==> src/rtl/text_command_packet_parser_defines.svh <==
// Assertion helpers shared by the RTL; each expects clk and arst_n in scope.
`ifndef TEXT_COMMAND_PACKET_PARSER_DEFINES_SVH
`define TEXT_COMMAND_PACKET_PARSER_DEFINES_SVH

// Same-cycle implication, disabled while in reset.
`define TCPP_ASSERT_NOW(lbl, ante, cons, msg) \
	lbl: assert property (@(posedge clk) disable iff (!arst_n) (ante) |-> (cons)) \
		else $error(msg);

// Next-cycle implication, disabled while in reset.
`define TCPP_ASSERT_NEXT(lbl, ante, cons, msg) \
	lbl: assert property (@(posedge clk) disable iff (!arst_n) (ante) |=> (cons)) \
		else $error(msg);

`endif

==> src/rtl/tcpp_pkg.sv <==
package tcpp_pkg;

	typedef struct packed {
		logic [7:0] char_byte;
		logic       last_char;
	} in_item_t;

	typedef struct packed {
		logic [1:0]  status;
		logic        mode_now;
		logic [15:0] heartbeat_rate;
	} out_item_t;

	localparam logic [2:0] PH_COMMAND = 3'd0;
	localparam logic [2:0] PH_UUID    = 3'd1;
	localparam logic [2:0] PH_VALUE   = 3'd2;
	localparam logic [2:0] PH_PREFIX  = 3'd3;
	localparam logic [2:0] PH_VERSION = 3'd4;

	localparam logic [1:0] VS_MAJOR      = 2'd0;
	localparam logic [1:0] VS_MAJOR_DONE = 2'd1;
	localparam logic [1:0] VS_MINOR      = 2'd2;
	localparam logic [1:0] VS_MINOR_DONE = 2'd3;

	localparam logic [1:0] STATUS_OK       = 2'd0;
	localparam logic [1:0] STATUS_PARSE    = 2'd1;
	localparam logic [1:0] STATUS_MISMATCH = 2'd2;

	localparam logic MODE_ROTATION  = 1'b0;
	localparam logic MODE_HEARTBEAT = 1'b1;

	localparam logic [15:0] HEARTBEAT_SET_VALUE = 16'd100;
	localparam logic [8:0]  NUM_LIMIT  = 9'd256;
	localparam logic [2:0]  CMD_LEN    = 3'd4;
	localparam logic [2:0]  LEN_SAT    = 3'd5;
	localparam logic [2:0]  PREFIX_LEN = 3'd4;

	localparam logic [7:0] CHAR_SPACE = 8'h20;
	localparam logic [7:0] CHAR_DOT   = 8'h2E;

	localparam logic [31:0] CMD_LIST = 32'h4C49_5354;
	localparam logic [31:0] CMD_GETV = 32'h4745_5456;
	localparam logic [31:0] CMD_GETM = 32'h4745_544D;
	localparam logic [31:0] CMD_GETP = 32'h4745_5450;
	localparam logic [31:0] CMD_SETV = 32'h5345_5456;
	localparam logic [31:0] CMD_SETM = 32'h5345_544D;
	localparam logic [31:0] CMD_SETP = 32'h5345_5450;

	localparam logic [0:0] CFG_VERSION_MAJOR = 1'd0;
	localparam logic [0:0] CFG_VERSION_MINOR = 1'd1;

	typedef struct packed {
		logic [2:0]  phase;
		logic [31:0] cmd;
		logic [2:0]  tok_len;
		logic [2:0]  prefix_idx;
		logic [8:0]  major;
		logic [8:0]  minor;
		logic [1:0]  vsub;
		logic        err;
	} parse_state_t;

	localparam parse_state_t PARSE_RESET = '{
		phase: PH_COMMAND, cmd: 32'd0, tok_len: 3'd0, prefix_idx: 3'd0,
		major: 9'd0, minor: 9'd0, vsub: VS_MAJOR, err: 1'b0
	};

	function automatic logic [7:0] upcase(input logic [7:0] c);
		if (c >= 8'h61 && c <= 8'h7A) begin
			return c - 8'h20;
		end
		return c;
	endfunction

	// acc * 10 + digit, clamped at NUM_LIMIT
	function automatic logic [8:0] accumulate(input logic [8:0] acc, input logic [7:0] c);
		logic [11:0] v;
		v = {3'b000, acc} * 12'd10 + {8'h00, c[3:0]};
		return (v > {3'b000, NUM_LIMIT}) ? NUM_LIMIT : v[8:0];
	endfunction

	function automatic logic [7:0] prefix_char(input logic [1:0] idx);
		case (idx)
			2'd0: return 8'h53;
			2'd1: return 8'h49;
			2'd2: return 8'h58;
			default: return 8'h2F;
		endcase
	endfunction

endpackage

==> src/rtl/text_command_packet_parser.sv <==
// A word with last_char set shows its result on out_valid in the cycle after acceptance.
// Throughput: one word per cycle while in_ready is high; the parse state advances in a single step per character.
// in_ready drops only while a finished result waits in the output register.
// Reset (arst_n low, asynchronous): parse state clears, mode is rotation, heartbeat rate 0,
// expected version is 0.1, no result pending.
`include "text_command_packet_parser_defines.svh"

module text_command_packet_parser (
	input  logic                clk,
	input  logic                arst_n,
	input  logic                in_valid,
	output logic                in_ready,
	input  tcpp_pkg::in_item_t  in_data,
	output logic                out_valid,
	input  logic                out_ready,
	output tcpp_pkg::out_item_t out_data,
	input  logic                cfg_we,
	input  logic [0:0]          cfg_index,
	input  logic [7:0]          cfg_data
);

	// Parse state, stored settings and the expected version.
	tcpp_pkg::parse_state_t state_q;
	logic                   mode_q;
	logic [15:0]            hb_q;
	logic [7:0]             ver_major_q;
	logic [7:0]             ver_minor_q;

	// Output register: holds a finished status until the consumer takes it.
	tcpp_pkg::out_item_t    out_q;
	logic                   out_valid_q;

	tcpp_pkg::parse_state_t state_nxt;
	logic                   mode_nxt;
	logic [15:0]            hb_nxt;
	logic [1:0]             status_nxt;
	logic                   in_fire;

	// Accept a word whenever the output slot is free or drains this cycle.
	assign in_ready  = !out_valid_q || out_ready;
	assign in_fire   = in_valid && in_ready;
	assign out_valid = out_valid_q;
	assign out_data  = out_q;

	tcpp_step u_step (
		.cur       (state_q),
		.mode_cur  (mode_q),
		.hb_cur    (hb_q),
		.char_byte (in_data.char_byte),
		.last_char (in_data.last_char),
		.ver_major (ver_major_q),
		.ver_minor (ver_minor_q),
		.nxt       (state_nxt),
		.mode_nxt  (mode_nxt),
		.hb_nxt    (hb_nxt),
		.status    (status_nxt)
	);

	// Configuration writes land directly; the host must write only while idle, which the block does not enforce.
	always_ff @(posedge clk or negedge arst_n) begin
		if (!arst_n) begin
			ver_major_q <= 8'd0;
			ver_minor_q <= 8'd1;
		end else if (cfg_we) begin
			case (cfg_index)
				tcpp_pkg::CFG_VERSION_MAJOR: ver_major_q <= cfg_data;
				tcpp_pkg::CFG_VERSION_MINOR: ver_minor_q <= cfg_data;
				default: ;
			endcase
		end
	end

	// Advance the parser by one character per accepted word; the step logic
	// already returns the cleared state at packet end.
	always_ff @(posedge clk or negedge arst_n) begin
		if (!arst_n) begin
			state_q <= tcpp_pkg::PARSE_RESET;
			mode_q  <= tcpp_pkg::MODE_ROTATION;
			hb_q    <= 16'd0;
		end else if (in_fire) begin
			state_q <= state_nxt;
			mode_q  <= mode_nxt;
			hb_q    <= hb_nxt;
		end
	end

	// Result valid: set on a packet end, drop once taken.
	always_ff @(posedge clk or negedge arst_n) begin
		if (!arst_n) begin
			out_valid_q <= 1'b0;
		end else if (in_fire && in_data.last_char) begin
			out_valid_q <= 1'b1;
		end else if (out_ready) begin
			out_valid_q <= 1'b0;
		end
	end

	// Result payload: capture status together with the updated settings.
	always_ff @(posedge clk) begin
		if (in_fire && in_data.last_char) begin
			out_q <= '{status: status_nxt, mode_now: mode_nxt, heartbeat_rate: hb_nxt};
		end
	end

	`TCPP_ASSERT_NEXT(a_last_gives_result, in_fire && in_data.last_char, out_valid_q, "packet end produced no result")
	`TCPP_ASSERT_NOW(a_stall_blocks_input, out_valid_q && !out_ready, !in_ready, "word accepted while result is stalled")
	`TCPP_ASSERT_NEXT(a_last_clears_parse, in_fire && in_data.last_char, state_q.phase == tcpp_pkg::PH_COMMAND && !state_q.err && state_q.tok_len == 3'd0, "parse state not cleared after packet end")
	`TCPP_ASSERT_NOW(a_version_after_prefix, state_q.phase == tcpp_pkg::PH_VERSION, state_q.prefix_idx == tcpp_pkg::PREFIX_LEN, "version phase entered without full prefix")
	`TCPP_ASSERT_NOW(a_status_code_valid, out_valid_q, out_q.status != 2'd3, "undefined status code")

endmodule

==> src/rtl/tcpp_step.sv <==
module tcpp_step (
	input  tcpp_pkg::parse_state_t cur,
	input  logic                   mode_cur,
	input  logic [15:0]            hb_cur,
	input  logic [7:0]             char_byte,
	input  logic                   last_char,
	input  logic [7:0]             ver_major,
	input  logic [7:0]             ver_minor,
	output tcpp_pkg::parse_state_t nxt,
	output logic                   mode_nxt,
	output logic [15:0]            hb_nxt,
	output logic [1:0]             status
);

	tcpp_pkg::parse_state_t p;
	logic                   is_space;
	logic                   is_digit;
	logic [7:0]             up;

	assign is_space = (char_byte == tcpp_pkg::CHAR_SPACE);
	assign is_digit = (char_byte >= 8'h30) && (char_byte <= 8'h39);
	assign up       = tcpp_pkg::upcase(char_byte);

	always_comb begin
		p        = cur;
		mode_nxt = mode_cur;
		hb_nxt   = hb_cur;
		if (!cur.err) begin
			case (cur.phase)
				tcpp_pkg::PH_COMMAND: begin
					if (!is_space) begin
						if (cur.tok_len < tcpp_pkg::CMD_LEN) begin
							p.cmd = {cur.cmd[23:0], up};
						end
						if (cur.tok_len < tcpp_pkg::LEN_SAT) begin
							p.tok_len = cur.tok_len + 3'd1;
						end
					end else if (cur.tok_len != tcpp_pkg::CMD_LEN) begin
						p.err = 1'b1;
					end else begin
						p.tok_len = 3'd0;
						p.phase   = (cur.cmd == tcpp_pkg::CMD_LIST) ?
							tcpp_pkg::PH_PREFIX : tcpp_pkg::PH_UUID;
					end
				end
				tcpp_pkg::PH_UUID, tcpp_pkg::PH_VALUE: begin
					if (!is_space) begin
						if (cur.tok_len < tcpp_pkg::LEN_SAT) begin
							p.tok_len = cur.tok_len + 3'd1;
						end
					end else if (cur.tok_len == 3'd0) begin
						p.err = 1'b1;
					end else begin
						p.tok_len = 3'd0;
						p.phase   = tcpp_pkg::PH_PREFIX;
						if (cur.phase == tcpp_pkg::PH_UUID) begin
							if (cur.cmd == tcpp_pkg::CMD_GETV) begin
								if (mode_cur == tcpp_pkg::MODE_HEARTBEAT) begin
									hb_nxt = tcpp_pkg::HEARTBEAT_SET_VALUE;
								end
							end else if (cur.cmd == tcpp_pkg::CMD_GETM) begin
								mode_nxt = tcpp_pkg::MODE_ROTATION;
							end else if (cur.cmd == tcpp_pkg::CMD_GETP) begin
								mode_nxt = tcpp_pkg::MODE_HEARTBEAT;
							end else begin
								p.phase = tcpp_pkg::PH_VALUE;
							end
						end else begin
							if (cur.cmd == tcpp_pkg::CMD_SETV) begin
								if (mode_cur == tcpp_pkg::MODE_ROTATION) begin
									hb_nxt = tcpp_pkg::HEARTBEAT_SET_VALUE;
								end
							end else if (cur.cmd == tcpp_pkg::CMD_SETM ||
									cur.cmd == tcpp_pkg::CMD_SETP) begin
								mode_nxt = tcpp_pkg::MODE_ROTATION;
							end
						end
					end
				end
				tcpp_pkg::PH_PREFIX: begin
					if (up != tcpp_pkg::prefix_char(cur.prefix_idx[1:0])) begin
						p.err = 1'b1;
					end else begin
						p.prefix_idx = cur.prefix_idx + 3'd1;
						if (p.prefix_idx >= tcpp_pkg::PREFIX_LEN) begin
							p.phase = tcpp_pkg::PH_VERSION;
							p.vsub  = tcpp_pkg::VS_MAJOR;
						end
					end
				end
				tcpp_pkg::PH_VERSION: begin
					if (cur.vsub == tcpp_pkg::VS_MAJOR || cur.vsub == tcpp_pkg::VS_MAJOR_DONE) begin
						if (char_byte == tcpp_pkg::CHAR_DOT) begin
							p.vsub = tcpp_pkg::VS_MINOR;
						end else if (cur.vsub == tcpp_pkg::VS_MAJOR && is_digit) begin
							p.major = tcpp_pkg::accumulate(cur.major, char_byte);
						end else begin
							p.vsub = tcpp_pkg::VS_MAJOR_DONE;
						end
					end else if (cur.vsub == tcpp_pkg::VS_MINOR) begin
						if (is_digit) begin
							p.minor = tcpp_pkg::accumulate(cur.minor, char_byte);
						end else begin
							p.vsub = tcpp_pkg::VS_MINOR_DONE;
						end
					end
				end
				default: begin
					p.err = 1'b1;
				end
			endcase
		end

		// verdict on the state after this character
		if (p.err || p.phase != tcpp_pkg::PH_VERSION || p.vsub < tcpp_pkg::VS_MINOR) begin
			status = tcpp_pkg::STATUS_PARSE;
		end else if (p.major != {1'b0, ver_major} || p.minor != {1'b0, ver_minor}) begin
			status = tcpp_pkg::STATUS_MISMATCH;
		end else begin
			status = tcpp_pkg::STATUS_OK;
		end

		nxt = last_char ? tcpp_pkg::PARSE_RESET : p;
	end

endmodule

==> config.mk <==
export PLATFORM = sky130hd
export DESIGN_NAME = text_command_packet_parser
export DESIGN_NICKNAME = d
export VERILOG_FILES = /design/src/rtl/tcpp_pkg.sv /design/src/rtl/text_command_packet_parser.sv /design/src/rtl/tcpp_step.sv
export VERILOG_INCLUDE_DIRS = /design/src /design/src/rtl
export SDC_FILE = /design/constraint.sdc
export NUM_CORES = 1
export LEC_CHECK = 0
export BUFFER_PORTS_ARGS = -buffer_cell sky130_fd_sc_hd__buf_4
export CAP_MARGIN = 10
export CORE_MARGIN = 10
export CORE_UTILIZATION = 58
export CTS_BUF_LIST = sky130_fd_sc_hd__clkbuf_2 sky130_fd_sc_hd__clkbuf_4 sky130_fd_sc_hd__clkbuf_8
export DETAILED_ROUTE_END_ITERATION = 6
export GPL_ROUTABILITY_DRIVEN = 0
export PLACE_DENSITY = 0.84
export SETUP_SLACK_MARGIN = 0.15
export SKIP_CTS_REPAIR_TIMING = 1
export SYNTH_ARGS = -nofsm -noshare
export SYNTH_HDL_FRONTEND = slang
export SYNTH_HIERARCHICAL = 1
export SYNTH_SLANG_ARGS = --single-unit
==> constraint.sdc <==
create_clock -name clk -period 3.5 [get_ports clk]
set_input_delay 0.35 -clock clk [delete_from_list [all_inputs] [get_ports clk]]
set_output_delay 0.35 -clock clk [all_outputs]
set_load 0.02 [all_outputs]
==> results of run 1 <==
## final timing paths
| path | end | cells after the start | slack, ns |
|---|---|---|---|
| worst max-delay path | out_data[18]$_DFFE_PP_ | 12 | -0.08 |
| worst min-delay path | ver_minor_q[7]$_DFFE_PN0P_ | 1 | -0.002 |
| worst max register to register | out_data[18]$_DFFE_PP_ | 12 | -0.08 |
| worst min register to register | hb_q[8]$_DFFE_PN0P_ | 1 | 0.50 |
| max in group asynchronous | state_q[35]$_DFFE_PN0P_ | 2 | 2.74 |
| min in group clk | ver_major_q[1]$_DFFE_PN0P_ | 2 | 0.13 |
## worst max-delay path: stages, from the launching register on
cell	delay (ns)
dfrtp_1	0.47
ha_1	0.32
ha_1	0.28
or4_1	0.55
o22ai_2	0.17
xnor2_2	0.20
mux2i_4	0.34
a21oi_2	0.11
nor3_2	0.22
buf_4	0.18
mux2i_1	0.09
nor4_1	0.28
a31oi_1	0.11
## cell families (layout without fill, tap and decap cells)
logic type | Yosys count | count (layout) | synth area share
AND/OR/NAND/NOR | 300 | 300 | 0.192
flip-flops | 115 | 115 | 0.370
multiplexers | 101 | 101 | 0.145
adder cells (fa/ha/maj) | 46 | 46 | 0.0754
XOR/XNOR | 31 | 31 | 0.0338
buffers and inverters | 65 | 172 | 0.0347
AO/OA/AOI/OAI | 186 | 186 | 0.148
## state kept, by name (all words and copies together), names as in the netlist
name,count
hb_q,16
mode_q,1
out_data,19
out_valid,1
state_q,62
ver_major_q,8
ver_minor_q,8
## placed cells by master, fill, tap and decap left out, types with 17 or more instances in the layout
cell type  instances
xnor2_1           18
nor2_1            48
nand2_1          109
nor2b_1           19
o21ai_0           21
ha_1              35
inv_1             31
mux2_2            78
dfrtp_1           94
a21oi_1           67
mux2_4            17
clkbuf_8          18
buf_4            106
edfxtp_1          19
## per-stage QoR
step / total power [uW] / setup TNS (ns)
final: 3570 / -0.149
after global routing: 3720 / -1.07
after CTS: 3560 / -0.160
after detailed placement: 2190 / -0.115
after global placement: 2170 / 0
after floorplan: 2000 / 0
## power breakdown
part	leakage (uW)	switching, uW	total (uW)	internal [uW]
Combinational	0.00273	342	606	264
Sequential	0.00147	127	1590	1460
Clock	0.000219	629	1380	747
Total	0.00443	1100	3570	2470
## metal layers
layer	share of wire	vias up	global-route usage
li1	-	3263	-
met1	0.43	3386	0.284
met2	0.47	350	0.321
met3	0.072	76	0.0430
met4	0.031	0	0.0771
met5	0	-	0
## cell type report
class | instances | area share
clock buffer | 18 | 0.0254
clock inverter | 14 | 0.0195
inverter | 31 | 0.0119
multi-input combinational | 664 | 0.531
sequential | 115 | 0.305
tap | 176 | 0.0225
timing repair buffer | 109 | 0.0849
==> out/metrics.yaml, run 1 <==
outcome: "finished with violations"
violations: "design-rule violations, negative hold slack, negative setup slack"
viasPerCell: 6.28
clk_latency_ns: 0.46
peakVddDrop_uv: 250
end_kind: "register"
dieArea_mm2: 0.0190
synth_area_leaders: "dfrtp_1, mux2_2, edfxtp_1"
num_antenna_cells: 0
period_share: 1.02
first_pass_iters: 7
yosysWarnings: 6
synth_cells: 844
syn-cell-area_mm2: 0.00804
grt_pass1_vias: 6514
synth_common_cells: "nand2_1, dfrtp_1, mux2_2"
num_rows: 42
holdWs_ns: -0.00193
finalHoldViolCount: 1
wl_per_cell_um: 18.6
grt_first_pass_wirelength_um: 32000
synthToLayoutAreaGrowth_pct: 21.6
hp-class: "in2async"
die-width_um: 138
final_layout_size_suffix_gt1_frac: 0.329
leakage_uw: 0.00443
antenna_found_initial: 0
ys_seq_area_frac: 0.370
clock_path_buffers: 2
post-route-min-period_ns: 3.58
fin_cells: 1127
core-area_mm2: 0.0134
synth_ff_type: "dfrtp_1"
fin_nets: 1007
route.detailed.drc: 1
setup_viol: 4
crit_type: "reg2reg"
fmaxAchievable_mhz: 279
rr_startpoint: "state_q[9]$_DFFE_PN0P_"
num_vias: 7075
crit_fanout: 5
fin_area_mm2: 0.00977
wl_um: 21000
cp.required_ns: 3.70
tritoncts: "built"
placedCellCount: 1085
postLayoutSetupSlackWorst_ns: -0.0781
dpl-instance-area_mm2: 0.00886
clock-sinks: 115
hpwl_um: 14000
clk_pin_slew_ns: 0.08
ys_types: 75
max_slew.worst_pin.slew_ns: 0.926
initial_core_util: 0.600
utilization: 0.729
place_ws_ns: -0.0777
crit_start: "state_q[9]$_DFFE_PN0P_"
fillers: 928
drv_slew: 0
cp-start-kind: "register"
htree_levels: 4
synth_nets: 913
synthArstFlopShare: 0.835
grt_start_max_net_pins: 72
die_y_um: 138
ant_nets: 0
cts-root-buf: "clkbuf_8"
rsz0062_at_grt: "true"
cts_buffers: 17
yosysTopAreaCell: "dfrtp_1"
relSlewSlack: 0.383
ys_ff_latch: 115
synth_most_common_cell: "nand2_1"
io_buffers: 43
drt_iter0_drc: 804
io_pins: 44
synth-edff-count: 19
arrival_ns: 3.78
max_cap_viol_count: 0
grtUsageTotal: 0.209
fin_skew_ns: 0.00976
synth_top_area_frac: 0.296
syn-mean-instance-area_um2: 9.52
overflow: 0
multi_input_area_mm2: 0.00519
power_density_mw_per_mm2: 366
final-seq-area_mm2: 0.00298
No activity file was read; power rests on OpenSTA's default activity.
==> run 2: changes to the inputs <==
- SKIP_CTS_REPAIR_TIMING: 1 -> default
==> run 2 against run 1 <==
  * The flow finishes with violations (negative setup slack)
  * Wire length rose by 5.3%
  * Clock skew increased by 0.0025 ns
  * Worst hold slack gained 0.013 ns
  * Die area unchanged
  * Cell area up 0.99%
  * Clock power about the same
  * Sequential power is essentially flat
  * First-iteration DRC count is 2.0% lower
  * Global-route usage is 0.71 points higher
  * Critical endpoint unchanged
==> out/metrics.yaml, run 2 (same netlist as run 1, synthesis figures left out) <==
violations: "negative setup slack"  # was design-rule violations, negative hold slack, negative setup slack
final_layout_size_suffix_gt1_frac: 0.338  # was 0.329
antenna_found_initial: 0  # unchanged
power_uw: 3590  # was 3570 uW
clock-sinks: 115  # unchanged
layout_commonest_cell: "buf_4"  # was nand2_1
overflow: 0  # unchanged
placedCellCount: 1085  # unchanged
wl_per_cell_um: 19.5  # was 18.6 um
hp-class: "in2async"  # unchanged
holdWs_ns: 0.0115  # was -0.00193 ns
final_cell_mix: "buf_4, nand2_1, dfrtp_1"  # was nand2_1, buf_4, dfrtp_1
rsz0062_at_grt: "true"  # unchanged
io_buffers: 43  # unchanged
fin_skew_ns: 0.0123  # was 0.00976 ns
rr_startpoint: "state_q[13]$_DFFE_PN0P_"  # was state_q[9]$_DFFE_PN0P_
power_density_mw_per_mm2: 364  # was 366 mW/mm^2
outcome: "finished with violations"  # unchanged
grt_pass1_vias: 6705  # was 6514
setup_viol: 8  # was 4
grt_first_pass_wirelength_um: 33000  # was 32000 um
num_rows: 42  # unchanged
fmaxAchievable_mhz: 274  # was 279 MHz
arrival_ns: 3.85  # was 3.78 ns
relSlewSlack: 0.382  # was 0.383
period_share: 1.04  # was 1.02
cp.required_ns: 3.71  # was 3.70 ns
max_cap_viol_count: 0  # unchanged
dieArea_mm2: 0.0190  # unchanged
fin_area_mm2: 0.00986  # was 0.00977 mm^2
grt_start_max_net_pins: 72  # unchanged
num_antenna_cells: 0  # unchanged
crit_type: "reg2reg"  # unchanged
crit_fanout: 4  # was 5
tritoncts: "built"  # unchanged
cts-root-buf: "clkbuf_8"  # unchanged
cp-start-kind: "register"  # unchanged
largest_reg_flops: 62  # unchanged
ant_nets: 0  # unchanged
leakage_uw: 0.00448  # was 0.00443 uW
route.detailed.drc: 0  # was 1
max_slew.worst_pin.slew_ns: 0.927  # was 0.926 ns
drv_slew: 0  # unchanged
hpwl_um: 14000  # unchanged
synthToLayoutAreaGrowth_pct: 22.8  # was 21.6%
peakVddDrop_uv: 232  # was 250 uV
num_vias: 7287  # was 7075
finalHoldViolCount: 0  # was 1
clk_latency_ns: 0.47  # was 0.46 ns
clk_pin_slew_ns: 0.08  # about the same
drt_iter0_drc: 788  # was 804
core-area_mm2: 0.0134  # unchanged
post-route-min-period_ns: 3.64  # was 3.58 ns
io_pins: 44  # unchanged
first_pass_iters: 7  # unchanged
cts_buffers: 17  # unchanged
crit_start: "state_q[13]$_DFFE_PN0P_"  # was state_q[9]$_DFFE_PN0P_
wl_um: 22100  # was 21000 um
postLayoutSetupSlackWorst_ns: -0.143  # was -0.0781 ns
fin_cells: 1133  # was 1127
die_y_um: 138  # unchanged
fin_nets: 1013  # was 1007
viasPerCell: 6.43  # was 6.28
initial_core_util: 0.600  # unchanged
clock_path_buffers: 2  # unchanged
htree_levels: 4  # unchanged
grtUsageTotal: 0.216  # was 0.209
setup-tns-final_ns: -0.703  # was -0.149 ns
die-width_um: 138  # unchanged
largest_register: "state_q"  # unchanged
dpl-instance-area_mm2: 0.00886  # unchanged
end_kind: "register"  # unchanged
-- run 2: cell count changes in the layout (fill, tap and decap cells not counted), sizes merged --
cell | previous run | this run
buf | 109 | 115
-- run 2: layout make-up --
type / instances / area, um^2
Inverter: 31 / 116
Clock buffer: 18 / 248
Timing Repair Buffer: 115 / 882
Multi-Input combinational cell: 664 / 5230
Sequential cell: 115 / 2970
Fill cell: 928 / 3540
Tap cell: 176 / 220
Clock inverter: 14 / 190
-- run 2: through the flow --
| stage | setup slack (ns) | utilization |
|---|---|---|
| global route | -0.281 | 0.736 |
| global placement | 0.0289 | 0.661 |
| floorplan | 0.00868 | - |
| finish | -0.143 | 0.736 |
| detailed placement | -0.0777 | 0.661 |
| CTS | -0.0110 | 0.710 |
-- run 2: timing repair --
item / in CTS / in global routing
pin swaps: 20 / 36
endpoints found under the setup margin: 14 / 19
resized for setup: 29 / 57
hold buffers: 0 / 0
setup buffers: 8 / 8
-- run 2: worst max-delay path: stages (launching register included) --
cell	delay (ns)
dfrtp_1	0.42
ha_4	0.26
ha_4	0.17
fa_2	0.41
buf_4	0.18
xnor2_4	0.25
nor3_4	0.08
buf_4	0.15
a211oi_1	0.31
mux2i_2	0.15
o22a_4	0.26
nor3_4	0.21
mux2i_1	0.14
nor4b_2	0.28
a31oi_1	0.10
-- run 2: power breakdown --
part | leakage [uW] | switching [uW] | internal (uW)
logic | 0.00278 | 347 | 263
clock network | 0.000219 | 640 | 747
registers | 0.00147 | 126 | 1460
total | 0.00448 | 1110 | 2470
-- run 2: per-layer routing --
| layer | up-vias | track usage | share of wire |
|---|---|---|---|
| met5 | - | 0 | 0 |
| met4 | 0 | 0.0898 | 0.038 |
| met3 | 100 | 0.0390 | 0.073 |
| met2 | 391 | 0.332 | 0.47 |
| met1 | 3519 | 0.293 | 0.42 |
| li1 | 3277 | - | - |
-- run 2: final timing paths --
kind	to	slack, ns	depth (start not counted)
setup / recovery	out_data[18]$_DFFE_PP_	-0.14	14
hold / removal	ver_minor_q[7]$_DFFE_PN0P_	0.01	1
setup reg to reg	out_data[18]$_DFFE_PP_	-0.14	14
hold reg to reg	hb_q[3]$_DFFE_PN0P_	0.50	1
max in group asynchronous	state_q[35]$_DFFE_PN0P_	2.74	2
min in group clk	ver_major_q[1]$_DFFE_PN0P_	0.12	2
==> run 3: changes to the inputs <==
- CELL_PAD_IN_SITES_DETAIL_PLACEMENT: default -> 0
- CELL_PAD_IN_SITES_GLOBAL_PLACEMENT: default -> 1
- CORE_MARGIN: 10 -> default
- CORE_UTILIZATION: 58 -> 45
==> run 3 against run 2 <==
  * Worst hold slack gained 0.13 ns
  * Sequential power hardly changed
  * First-iteration DRC count fell by 23%
  * Clock skew increased by 0.0017 ns
  * Maximum frequency rose by 3.1%
  * Worst setup slack better by 0.11 ns
  * Critical path type unchanged
  * Critical path depth unchanged
  * Cell area rose by 1.1%
  * Flip-flop and latch count stayed put
  * The flow still finishes with violations (negative setup slack)
  * Critical endpoint unchanged
  * Combinational power fell by 2%
  * Non-clock buffer count up 9
  * Largest power group unchanged
  * Global-route usage grew 0.82 points
  * Highest routed layer unchanged
==> out/metrics.yaml, run 3 (same netlist as run 1, synthesis figures left out) <==
dieArea_mm2: 0.0184  # was 0.0190 mm^2
hpwl_um: 14300  # was 14000 um
postLayoutSetupSlackWorst_ns: -0.0326  # was -0.143 ns
rsz0062_at_grt: "true"  # unchanged
dpl-instance-area_mm2: 0.00904  # was 0.00886 mm^2
overflow: 0  # unchanged
crit_type: "reg2reg"  # unchanged
die-width_um: 136  # was 138 um
use_met2: 0.350  # was 0.332
antenna_found_initial: 0  # unchanged
period_share: 1.01  # was 1.04
num_vias: 6810  # was 7287
num_antenna_cells: 0  # unchanged
place_ws_ns: -0.0742  # was -0.0777 ns
grt_first_pass_wirelength_um: 32400  # was 33000 um
fillers: 1479  # was 928
crit_path_max_incr_delay_ns: 0.42  # about the same
busiest_layer: "met2"  # unchanged
crit_fanout: 3  # was 4
final_cell_mix: "buf_4, nand2_1, dfrtp_1"  # unchanged
met1_usage: 0.315  # was 0.293
io_buffers: 43  # unchanged
max_cap_viol_count: 0  # unchanged
setup-tns-final_ns: -0.0326  # was -0.703 ns
setup_viol: 1  # was 8
first_pass_iters: 6  # was 7
cp-start-kind: "register"  # unchanged
die_y_um: 136  # was 138 um
max_slew.worst_pin.slew_ns: 1.17  # was 0.927 ns
fin_skew_ns: 0.0140  # was 0.0123 ns
use_met3: 0.0434  # was 0.0390
wl_per_cell_um: 17.0  # was 19.5 um
clock-sinks: 115  # unchanged
finalHoldViolCount: 0  # unchanged
final-seq-area_mm2: 0.00297  # unchanged
core-area_mm2: 0.0174  # was 0.0134 mm^2
post-route-min-period_ns: 3.53  # was 3.64 ns
violations: "negative setup slack"  # unchanged
cts-root-buf: "clkbuf_8"  # unchanged
largest_register: "state_q"  # unchanged
io_pins: 44  # unchanged
layout_commonest_cell: "buf_4"  # unchanged
crit_path_frequent_cell: "ha_4"
synthToLayoutAreaGrowth_pct: 24.2  # was 22.8%
hp-class: "in2reg"  # was in2async
drv_slew: 0  # unchanged
route.detailed.drc: 0  # unchanged
crit_chain: "ha_4 > ha_4 > fa_2 > a211oi_4 > or4b_1 > nand4_1 > or2_1 > mux2i_2 > a21oi_2 > nor3_2 > buf_4 > mux2i_1 > nor4_2 > a31oi_1"  # was ha_4 > ha_4 > fa_2 > buf_4 > xnor2_4 > nor3_4 > buf_4 > a211oi_1 > mux2i_2 > o22a_4 > nor3_4 > mux2i_1 > nor4b_2 > a31oi_1
fmaxAchievable_mhz: 283  # was 274 MHz
clk_pin_slew_ns: 0.08  # about the same
multi_input_area_mm2: 0.00525  # was 0.00523 mm^2
peakVddDrop_uv: 229  # was 232 uV
htree_levels: 4  # unchanged
arrival_ns: 3.72  # was 3.85 ns
tritoncts: "built"  # unchanged
viasPerCell: 5.72  # was 6.43
relSlewSlack: 0.220  # was 0.382
grt_start_max_net_pins: 62  # was 72
fin_nets: 1022  # was 1013
crit_path_top_delay_cell: "dfrtp_1"  # unchanged
outcome: "finished with violations"  # unchanged
largest_reg_flops: 62  # unchanged
num_rows: 48  # was 42
grt_pass1_vias: 6354  # was 6705
leakage_uw: 0.00445  # was 0.00448 uW
initial_core_util: 0.463  # was 0.600
drt_iter0_drc: 605  # was 788
cp.required_ns: 3.69  # was 3.71 ns
final_layout_size_suffix_gt1_frac: 0.343  # was 0.338
fin_area_mm2: 0.00998  # was 0.00986 mm^2
clock_path_buffers: 2  # unchanged
power_density_mw_per_mm2: 342  # was 364 mW/mm^2
clk_latency_ns: 0.45  # was 0.47 ns
ant_nets: 0  # unchanged
wl_um: 20200  # was 22100 um
grtUsageTotal: 0.224  # was 0.216
cts_buffers: 17  # unchanged
end_kind: "register"  # unchanged
run 3: layout make-up:
cell class | instances | area share
multi-input combinational | 664 | 0.526
sequential | 115 | 0.298
timing repair buffer | 124 | 0.0967
tap | 225 | 0.0282
clock buffer | 18 | 0.0248
clock inverter | 14 | 0.0147
inverter | 31 | 0.0117
run 3: timing repair:
item,CTS,global route
endpoints found under the setup margin,10,19
resized for setup,20,58
cloned,0,0
endpoints found under the hold margin,50,0
pin swaps,13,28
buffers inserted,5,6
hold buffers,1,0
run 3: power by group:
group	internal [uW]	switching (uW)
clock network	600	631
logic	263	332
registers	1460	124
run 3: stage by stage:
stage / utilization / hold slack (ns) / std cells / total power [uW]
2_1_floorplan: - / 0.0544 / 844 / 2000
4_1_cts: 0.551 / 0.122 / 1185 / 3440
3_5_place_dp: 0.521 / 0.448 / 1147 / 2200
6_report: 0.575 / 0.143 / 1191 / 3410
5_1_grt: 0.575 / 0.127 / 1191 / 3580
3_3_place_gp: 0.521 / 0.448 / 1147 / 2190
run 3: worst paths after layout:
check,startpoint,endpoint,slack (ns),cells after the start
worst max-delay path,state_q[4]$_DFFE_PN0P_,out_data[18]$_DFFE_PP_,-0.03,14
worst min-delay path,cfg_data[6],ver_minor_q[6]$_DFFE_PN0P_,0.14,2
worst max register to register,state_q[4]$_DFFE_PN0P_,out_data[18]$_DFFE_PP_,-0.03,14
worst min register to register,hb_q[13]$_DFFE_PN0P_,hb_q[13]$_DFFE_PN0P_,0.50,1
max in group asynchronous,arst_n,hb_q[14]$_DFFE_PN0P_,2.22,3
min in group asynchronous,arst_n,state_q[10]$_DFFE_PN0P_,0.49,2
run 3: worst max-delay path: cells and delay by family, from the launching register on:
| family | cells | cell delay (ns) |
|---|---|---|
| AO/OA/AOI/OAI | 3 | 0.51 |
| flip-flops | 1 | 0.42 |
| adder cells (fa/ha/maj) | 3 | 0.80 |
| buffers and inverters | 1 | 0.18 |
| AND/OR/NAND/NOR | 5 | 1.08 |
| multiplexers | 2 | 0.28 |
run 3: routing by layer:
layer | vias to the layer above | wire [um]
li1 | 3291 | -
met5 | - | 0
met2 | 173 | 9410
met4 | 0 | 300
met3 | 27 | 878
met1 | 3319 | 9610
